==> config.mk <==
export PLATFORM = sky130hd
export DESIGN_NAME = duration_string_parser
export DESIGN_NICKNAME = d
export VERILOG_FILES = /design/src/rtl/dur_pkg.sv /design/src/rtl/dur_parse.sv /design/src/rtl/dur_accum.sv /design/src/rtl/duration_string_parser.sv
export SDC_FILE = /design/constraint.sdc
export NUM_CORES = 2
export LEC_CHECK = 0
export BUFFER_PORTS_ARGS = -buffer_cell sky130_fd_sc_hd__buf_2
export CORE_UTILIZATION = 40
export CTS_CLUSTER_SIZE = 24
export DETAILED_ROUTE_END_ITERATION = 8
export GPL_TIMING_DRIVEN = 0
export SETUP_SLACK_MARGIN = 0.05
export SLEW_MARGIN = 25
export SYNTH_ARGS = -nofsm -noshare
export SYNTH_HDL_FRONTEND = slang
export SYNTH_SLANG_ARGS = --single-unit
==> constraint.sdc <==
create_clock -name clk -period 10.8 [get_ports clk]
set_clock_uncertainty 0.15 [all_clocks]
set_input_delay 1.62 -clock clk [delete_from_list [all_inputs] [get_ports clk]]
set_output_delay 1.62 -clock clk [all_outputs]
set_load 0.03 [all_outputs]
==> src/rtl/dur_pkg.sv <==
// Shared types and constants for the duration text parser.
// Used by dur_parse, dur_accum and duration_string_parser.
`timescale 1ns / 1ps

package dur_pkg;

  localparam int NUM_W_DEF = 64;           // default width of the number register
  localparam int NUM_W_MAX = 64;           // number width carried between modules
  localparam int SCALE_W   = 27;           // wide enough for one day in ms
  localparam int TOTAL_W   = 63;           // total_ms width

  typedef enum logic [2:0] {
    ST_P       = 3'd0,
    ST_DAYS    = 3'd1,
    ST_HOURS   = 3'd2,
    ST_MINUTES = 3'd3,
    ST_SECONDS = 3'd4,
    ST_MILLI   = 3'd5
  } stage_t;

  typedef enum logic [2:0] {
    E_NONE       = 3'd0,
    E_NO_P       = 3'd1,
    E_NO_DIGITS  = 3'd2,
    E_NO_POSTFIX = 3'd3,
    E_ORDER      = 3'd4,
    E_UNKNOWN    = 3'd5,
    E_OVERFLOW   = 3'd6
  } err_t;

  // ASCII codes
  localparam logic [7:0] CH_P   = 8'h50;
  localparam logic [7:0] CH_T   = 8'h54;
  localparam logic [7:0] CH_D   = 8'h44;
  localparam logic [7:0] CH_H   = 8'h48;
  localparam logic [7:0] CH_M   = 8'h4D;
  localparam logic [7:0] CH_S   = 8'h53;
  localparam logic [7:0] CH_DOT = 8'h2E;
  localparam logic [7:0] CH_0   = 8'h30;
  localparam logic [7:0] CH_9   = 8'h39;

  // unit scales in milliseconds
  localparam logic [SCALE_W-1:0] SC_NONE = 27'd0;
  localparam logic [SCALE_W-1:0] SC_DAY  = 27'd86400000;
  localparam logic [SCALE_W-1:0] SC_HOUR = 27'd3600000;
  localparam logic [SCALE_W-1:0] SC_MIN  = 27'd60000;
  localparam logic [SCALE_W-1:0] SC_SEC  = 27'd1000;
  localparam logic [SCALE_W-1:0] SC_C100 = 27'd100;
  localparam logic [SCALE_W-1:0] SC_C10  = 27'd10;
  localparam logic [SCALE_W-1:0] SC_ONE  = 27'd1;

  // parser -> accumulator: one add request per character
  typedef struct packed {
    logic                   last;
    err_t                   err;
    logic [NUM_W_MAX-1:0]   num;
    logic [SCALE_W-1:0]     scale;
  } req_t;

  // pipeline enables from the top level
  typedef struct packed {
    logic ld2;
    logic ld3;
    logic take3;
  } pipe_ctl_t;

  // accumulator result for the word in its last stage
  typedef struct packed {
    logic                 last;
    err_t                 status;
    logic [TOTAL_W-1:0]   total;
  } res_t;

endpackage

==> src/rtl/dur_parse.sv <==
// Character parser: stage, error, number and digit count per character.
// Depends on dur_pkg. Emits a registered add request per step.
`timescale 1ns / 1ps

module dur_parse import dur_pkg::*; #(
  parameter int NUMBER_WIDTH = NUM_W_DEF
) (
  input  logic       clk,
  input  logic       rst,
  input  logic       step,
  input  logic [7:0] symbol,
  input  logic       last,
  output req_t       req
);

  stage_t                  stage, stage_next;
  err_t                    err, err_next, err_fin;
  logic [NUMBER_WIDTH-1:0] num, num_next;
  logic [1:0]              dcount, dcount_next;
  logic [SCALE_W-1:0]      scale;

  logic                    is_digit;
  logic [7:0]              digit_raw;
  logic [NUMBER_WIDTH+3:0] num_wide, num10;
  logic                    num10_ovf;
  logic                    take_dig, postfix;

  assign is_digit  = (symbol >= CH_0) && (symbol <= CH_9);
  assign digit_raw = symbol - CH_0;
  assign num_wide  = (NUMBER_WIDTH+4)'(num);
  // n*10 + d as two shifts and adds
  assign num10     = (num_wide << 3) + (num_wide << 1) + (NUMBER_WIDTH+4)'(digit_raw[3:0]);
  assign num10_ovf = |num10[NUMBER_WIDTH+3:NUMBER_WIDTH];

  always_comb begin
    stage_next  = stage;
    err_next    = err;
    num_next    = num;
    dcount_next = dcount;
    scale       = SC_NONE;
    take_dig    = 1'b0;
    postfix     = 1'b0;
    if (err == E_NONE) begin
      if (dcount == 2'd0) begin
        priority if (stage == ST_P) begin
          if (symbol != CH_P) err_next = E_NO_P;
          else stage_next = ST_DAYS;
        end else if (stage == ST_DAYS && symbol == CH_T) begin
          stage_next = ST_HOURS;
        end else if (is_digit) begin
          take_dig = 1'b1;
        end else begin
          err_next = E_NO_DIGITS;
        end
      end else if (is_digit) begin
        take_dig = 1'b1;
      end else begin
        postfix = 1'b1;
      end

      if (take_dig) begin
        if (num10_ovf) begin
          err_next = E_OVERFLOW;
        end else begin
          num_next = num10[NUMBER_WIDTH-1:0];
          if (dcount != 2'd3) dcount_next = dcount + 2'd1;
        end
      end

      if (postfix) begin
        unique case (symbol)
          CH_D: begin
            if (stage > ST_DAYS) err_next = E_ORDER;
            else scale = SC_DAY;
          end
          CH_H: begin
            if (stage > ST_HOURS) err_next = E_ORDER;
            else scale = SC_HOUR;
          end
          CH_M: begin
            if (stage > ST_MINUTES) err_next = E_ORDER;
            else scale = SC_MIN;
          end
          CH_DOT: begin
            if (stage > ST_SECONDS) begin
              err_next = E_ORDER;
            end else begin
              scale      = SC_SEC;
              stage_next = ST_MILLI;
            end
          end
          CH_S: begin
            // fraction digits are right-padded to three
            priority if (stage <= ST_SECONDS) scale = SC_SEC;
            else if (dcount == 2'd1)          scale = SC_C100;
            else if (dcount == 2'd2)          scale = SC_C10;
            else                              scale = SC_ONE;
            stage_next = ST_MILLI;
          end
          default: err_next = E_UNKNOWN;
        endcase
        num_next    = '0;
        dcount_next = 2'd0;
      end
    end
  end

  // text ending inside a number
  assign err_fin = (last && err_next == E_NONE && dcount_next != 2'd0) ? E_NO_POSTFIX
                                                                        : err_next;

  always_ff @(posedge clk) begin
    if (rst) begin
      stage  <= ST_P;
      err    <= E_NONE;
      num    <= '0;
      dcount <= 2'd0;
    end else if (step) begin
      if (last) begin
        stage  <= ST_P;
        err    <= E_NONE;
        num    <= '0;
        dcount <= 2'd0;
      end else begin
        stage  <= stage_next;
        err    <= err_next;
        num    <= num_next;
        dcount <= dcount_next;
      end
    end
  end

  always_ff @(posedge clk) begin
    if (step) begin
      req.last  <= last;
      req.err   <= err_fin;
      req.num   <= NUM_W_MAX'(num);
      req.scale <= scale;
    end
  end

endmodule

==> src/rtl/dur_accum.sv <==
// Millisecond accumulator: split multiply, product merge, running total.
// Depends on dur_pkg. Overflow of the total is sticky until the last word.
`timescale 1ns / 1ps

module dur_accum import dur_pkg::*; (
  input  logic      clk,
  input  logic      rst,
  input  pipe_ctl_t ctl,
  input  req_t      req,
  output res_t      res
);

  localparam int HALF   = NUM_W_MAX / 2;
  localparam int PROD_W = HALF + SCALE_W;
  localparam int FULL_W = PROD_W + HALF;

  // stage 2: partial products
  logic              last2;
  err_t              err2;
  logic [PROD_W-1:0] lo2, hi2;
  logic [PROD_W-1:0] lo_mul, hi_mul;

  // stage 3: merged product
  logic               last3;
  err_t               err3;
  logic               big3;
  logic [TOTAL_W-1:0] prod3;
  logic [FULL_W-1:0]  full;

  // running total
  logic [TOTAL_W-1:0] total;
  logic               ovf;
  logic [TOTAL_W:0]   sum;
  logic               ovf_all;

  assign lo_mul = PROD_W'(req.num[HALF-1:0]) * PROD_W'(req.scale);
  assign hi_mul = PROD_W'(req.num[NUM_W_MAX-1:HALF]) * PROD_W'(req.scale);

  always_ff @(posedge clk) begin
    if (ctl.ld2) begin
      last2 <= req.last;
      err2  <= req.err;
      lo2   <= lo_mul;
      hi2   <= hi_mul;
    end
  end

  assign full = {hi2, HALF'(0)} + FULL_W'(lo2);

  always_ff @(posedge clk) begin
    if (ctl.ld3) begin
      last3 <= last2;
      err3  <= err2;
      big3  <= |full[FULL_W-1:TOTAL_W];
      prod3 <= full[TOTAL_W-1:0];
    end
  end

  assign sum     = {1'b0, total} + {1'b0, prod3};
  assign ovf_all = ovf || big3 || sum[TOTAL_W];

  // an overflow always precedes any parse error still reported with it
  always_comb begin
    res.last   = last3;
    res.status = ovf_all ? E_OVERFLOW : err3;
    res.total  = (res.status == E_NONE) ? sum[TOTAL_W-1:0] : '0;
  end

  always_ff @(posedge clk) begin
    if (rst) begin
      total <= '0;
      ovf   <= 1'b0;
    end else if (ctl.take3) begin
      if (last3) begin
        total <= '0;
        ovf   <= 1'b0;
      end else begin
        if (!ovf_all) total <= sum[TOTAL_W-1:0];
        ovf <= ovf_all;
      end
    end
  end

endmodule

==> src/rtl/duration_string_parser.sv <==
// Top level of the duration text parser.
// Depends on dur_pkg, dur_parse and dur_accum.
`timescale 1ns / 1ps

// Parses ISO 8601 style durations such as "P1DT2H3M4.250S", one ASCII
// character per input word, with last marking the final character. Only the
// word with last set produces an output word: status (0 ok, 1 no leading P,
// 2 no digits, 3 missing postfix, 4 out of order, 5 unknown postfix,
// 6 overflow) and total_ms, which is zero unless status is ok. The first error
// in a text is the one reported; the parser is ready for a new text right
// after a last word. Throughput is one character per clock unless the output
// stalls. The input register loads at acceptance, then come parse, partial
// products (two 32x27 multiplies), product merge, then the total add and
// overflow check into the output register.
// Backpressure on the output only stalls once a last word reaches the final
// stage; characters keep flowing into the empty stages behind it.
// NUMBER_WIDTH (32..64) sets the width of the number register; longer
// numbers report overflow.

module duration_string_parser import dur_pkg::*; #(
  parameter int NUMBER_WIDTH = NUM_W_DEF
) (
  input  logic               clk,
  input  logic               rst,
  input  logic               in_valid,
  output logic               in_ready,
  input  logic [7:0]         symbol,
  input  logic               last,
  output logic               out_valid,
  input  logic               out_ready,
  output logic [2:0]         status,
  output logic [TOTAL_W-1:0] total_ms
);

  // stage valids
  logic r0_valid, r1_valid, r2_valid, r3_valid;
  // input register
  logic [7:0] r0_symbol;
  logic       r0_last;

  logic rdy1, rdy2, rdy3;
  logic mv0, mv1, mv2, take3;
  logic in_take;

  req_t      req;
  res_t      res;
  pipe_ctl_t ctl;

  err_t               status_r;
  logic [TOTAL_W-1:0] total_r;

  // only a last word needs the output register
  assign take3    = r3_valid && (!res.last || !out_valid || out_ready);
  assign rdy3     = !r3_valid || take3;
  assign rdy2     = !r2_valid || rdy3;
  assign rdy1     = !r1_valid || rdy2;
  assign in_ready = !r0_valid || rdy1;
  assign in_take  = in_valid && in_ready;

  assign mv0 = r0_valid && rdy1;   // parse step, loads r1
  assign mv1 = r1_valid && rdy2;   // loads partial products
  assign mv2 = r2_valid && rdy3;   // loads merged product

  assign ctl.ld2   = mv1;
  assign ctl.ld3   = mv2;
  assign ctl.take3 = take3;

  always_ff @(posedge clk) begin
    if (rst) begin
      r0_valid  <= 1'b0;
      r1_valid  <= 1'b0;
      r2_valid  <= 1'b0;
      r3_valid  <= 1'b0;
      out_valid <= 1'b0;
    end else begin
      r0_valid  <= in_take || (r0_valid && !rdy1);
      r1_valid  <= mv0 || (r1_valid && !rdy2);
      r2_valid  <= mv1 || (r2_valid && !rdy3);
      r3_valid  <= mv2 || (r3_valid && !take3);
      out_valid <= (out_valid && !out_ready) || (take3 && res.last);
    end
  end

  always_ff @(posedge clk) begin
    if (in_take) begin
      r0_symbol <= symbol;
      r0_last   <= last;
    end
  end

  always_ff @(posedge clk) begin
    if (take3 && res.last) begin
      status_r <= res.status;
      total_r  <= res.total;
    end
  end

  assign status   = status_r;
  assign total_ms = total_r;

  dur_parse #(
    .NUMBER_WIDTH(NUMBER_WIDTH)
  ) u_parse (
    .clk    (clk),
    .rst    (rst),
    .step   (mv0),
    .symbol (r0_symbol),
    .last   (r0_last),
    .req    (req)
  );

  dur_accum u_accum (
    .clk (clk),
    .rst (rst),
    .ctl (ctl),
    .req (req),
    .res (res)
  );

  // a failed text never reports a duration
  a_zero_on_error: assert property (@(posedge clk) disable iff (rst)
    out_valid && status_r != E_NONE |-> total_ms == '0)
    else $error("nonzero total with error status");

  // output register is empty after reset
  a_reset_empty: assert property (@(posedge clk)
    rst |=> !out_valid)
    else $error("output valid after reset");

  // a full pipe stalled at the output backs up to the input
  a_full_stall: assert property (@(posedge clk) disable iff (rst)
    r0_valid && r1_valid && r2_valid && r3_valid && !take3 |-> !in_ready)
    else $error("input accepted into a stalled full pipe");

endmodule

==> flow_metrics.env <==
export IMPL_outcome="finished clean"
export IMPL_vias_per_cell=5.16
export IMPL_cp_start_kind="flop"
export IMPL_final_common_cell="inv_1"
export IMPL_required_ns=11.20
export IMPL_worstSkewPairLatency_ns=0.71
export IMPL_yosys_cell_types_count=85
export IMPL_drtIter0Drc=4025
export IMPL_ys_seq_area_frac=0.180
export IMPL_grt_overflow_total=0
export IMPL_irDropWorstVdd_mv=0.572
export IMPL_wl_per_cell_um=21.1
export IMPL_die_y_um=431
export IMPL_cts_root_buf="clkbuf_16"
export IMPL_antenna_left=0
export IMPL_cts_sinks=487
export IMPL_netlist_area_um2=73600
export IMPL_rsz0062_at_grt="false"
export IMPL_place_congestion=0.974
export IMPL_hold_path_class="flop to flop"
export IMPL_ctsHtreeMaxLevel=2
export IMPL_slew_viol_final=0
export IMPL_dp_slack_ns=-0.157
export IMPL_synth_async_reset_ratio=0
export IMPL_power_leakage_nw=40.4
export IMPL_port_buffers=80
export IMPL_crit_top_cell="fa_1"
export IMPL_synth_fp_nets=9893
export IMPL_relSlewSlack=0.206
export IMPL_die_area_um2=186000
export IMPL_timing_setup_tns_ns=0
export IMPL_vias=54500
export IMPL_crit_path_max_fanout=10
export IMPL_synth_edf_count=346
export IMPL_cts_clk_slew_worst_paths_ns=0.06
export IMPL_core_um2=183000
export IMPL_grt_pass1_wl_um=337000
export IMPL_arrival_ns=10.91
export IMPL_layout_drive_gt1_share=0.0387
export IMPL_fin_cells=10600
export IMPL_ys_flop_type="edfxtp_1"
export IMPL_worstMarginPinSlew_ns=1.19
export IMPL_fp_dieW_um=431
export IMPL_yosysTopAreaCell="fa_1"
export IMPL_yosys_register_bits=487
export IMPL_cp_slowest_cell="clkbuf_1"
export IMPL_cts_made_buffers=58
export IMPL_antenna_found_initial=19
export IMPL_drc_errors=0
export IMPL_hold_viol=0
export IMPL_setup_violations=0
export IMPL_grt_max_degree=57
export IMPL_fmaxAchievable_ghz=0.0952
export IMPL_cp_slowest_stage_delay_ns=0.94
export IMPL_cts_tree="yes"
export IMPL_first_pass_iters=6
export IMPL_drv_cap=0
export IMPL_syn_inst=7872
export IMPL_period_minus_slack_ns=10.50
export IMPL_grt_pass1_vias=55700
export IMPL_endpoint_kind="flop"
export IMPL_synth_top_area_share=0.301
export IMPL_setup_ws_ns=0.298
export IMPL_worstSetupPathType="flop to flop"
export IMPL_power_density_nw_per_um2=268
export IMPL_yosysWarnings=0
export IMPL_min_period_over_period=0.972
export IMPL_nets=10100
export IMPL_dp_cells=10400
export IMPL_ioPinCount=81
export IMPL_final_cell_mix="inv_1 (1875), fa_1 (1108), ha_1 (900)"
export IMPL_initial_core_util=0.402
export IMPL_cts_max_path_buffers=3
export IMPL_fp_row_count=157
export IMPL_syn2layout_area_growth_pct=8.08
export IMPL_synth_area_top_cells="fa_1 (30%), ha_1 (15%), edfxtp_1 (14%)"
export IMPL_grtUsageTotal=0.239
export IMPL_wl_um=222000
export IMPL_postSynthAreaPerCell_um2=9.35
export IMPL_hpwl_um=191000
[layout make-up]
type	count	area, µm²
Clock inverter	33	347
Timing Repair Buffer	99	800
Multi-Input combinational cell	5189	52100
Clock buffer	76	1620
Sequential cell	487	13200
Buffer	319	1330
Inverter	1875	7040
Fill cell	18000	103000
Antenna cell	8	20.0
Tap cell	2464	3080
[sequential cells by signal, indices dropped and copies added (netlist names), 3 cells and up]
register / flops
u_accum.err2: 3
r0_symbol: 8
status: 3
u_accum.total: 63
u_parse.err: 3
u_parse.stage: 3
u_parse.num: 64
u_accum.prod3: 63
u_accum.lo2: 59
u_parse.req: 81
u_accum.err3: 3
u_accum.hi2: 59
total_ms: 63
[power by group]
| part | internal, mW | switching, mW | total (mW) |
|---|---|---|---|
| sequential | 3.03 | 0.146 | 3.18 |
| combinational | 6.54 | 9.63 | 16.2 |
| clock | 1.14 | 0.857 | 2.00 |
| total | 10.7 | 10.6 | 21.3 |
[cells by family (layout without fill, tap and decap cells)]
logic type | Yosys count | in the layout | share of synthesized area
AO/OA/AOI/OAI | 1117 | 1117 | 0.0971
XOR/XNOR | 286 | 286 | 0.0340
adder cells (fa/ha/maj) | 2008 | 2008 | 0.454
buffers and inverters | 2196 | 2402 | 0.113
flip-flops | 487 | 487 | 0.180
multiplexers | 2 | 2 | 0.000272
other | 0 | 8 | 0
AND/OR/NAND/NOR | 1776 | 1776 | 0.121
[cell usage after synthesis (118+ instances only)]
cell type and n:
a21o_1 170, edfxtp_1 346, inv_1 1875, xnor2_1 159, o21ai_0 176, nand4_1 118, fa_1 1108, nand2_1 675
a21oi_1 356, ha_1 900, and2_1 372, dfxtp_1 141, nor2_1 227, clkbuf_1 279, xor2_1 127
[critical path: cells and delay by family, from the launching register on]
family | cells | cell delay [ns]
simple gates | 6 | 1.69
fa+ha+maj | 8 | 3.91
flops | 1 | 0.33
compound gates | 7 | 2.39
buf+inv | 5 | 1.85
[path summary, 6_finish.rpt]
kind | end | slack [ns] | start | cells after the start
max reg2reg | u_accum.hi2[55] | 0.30 | u_parse.req[8] | 26
min | u_accum.prod3[14] | 0.27 | u_accum.lo2[14] | 0
min reg2reg | u_accum.prod3[14] | 0.27 | u_accum.lo2[14] | 0
max | u_accum.hi2[55] | 0.30 | u_parse.req[8] | 26
[per-layer routing]
metal / vias to the layer above / GRT usage / wire length, µm
met5: - / 0 / 41
met4: 6 / 0.0684 / 6650
met3: 316 / 0.0398 / 15000
met2: 1667 / 0.389 / 101000
met1: 27100 / 0.328 / 99100
li1: 25300 / - / -
[repair_timing]
item | 4_1_cts | 5_1_grt
resized for setup | 1 | 9
setup buffers | 0 | 3
cloned | 0 | 0
hold buffers | 0 | 0
endpoints found under the setup margin | 2 | 3
pin swaps | 0 | 0
[through the flow]
stage                     power, mW  area [µm²]  hold WS [ns]   util
after floorplan                14.9       73600         0.250      -
after global placement         19.1       77100         0.252  0.421
after detailed placement       19.3       77500         0.255  0.424
after CTS                      21.4       79500         0.269  0.435
after global routing           23.5       79500         0.268  0.435
final                          21.3       79500         0.265  0.435
Note: power is estimated with default switching activity, not from simulation.
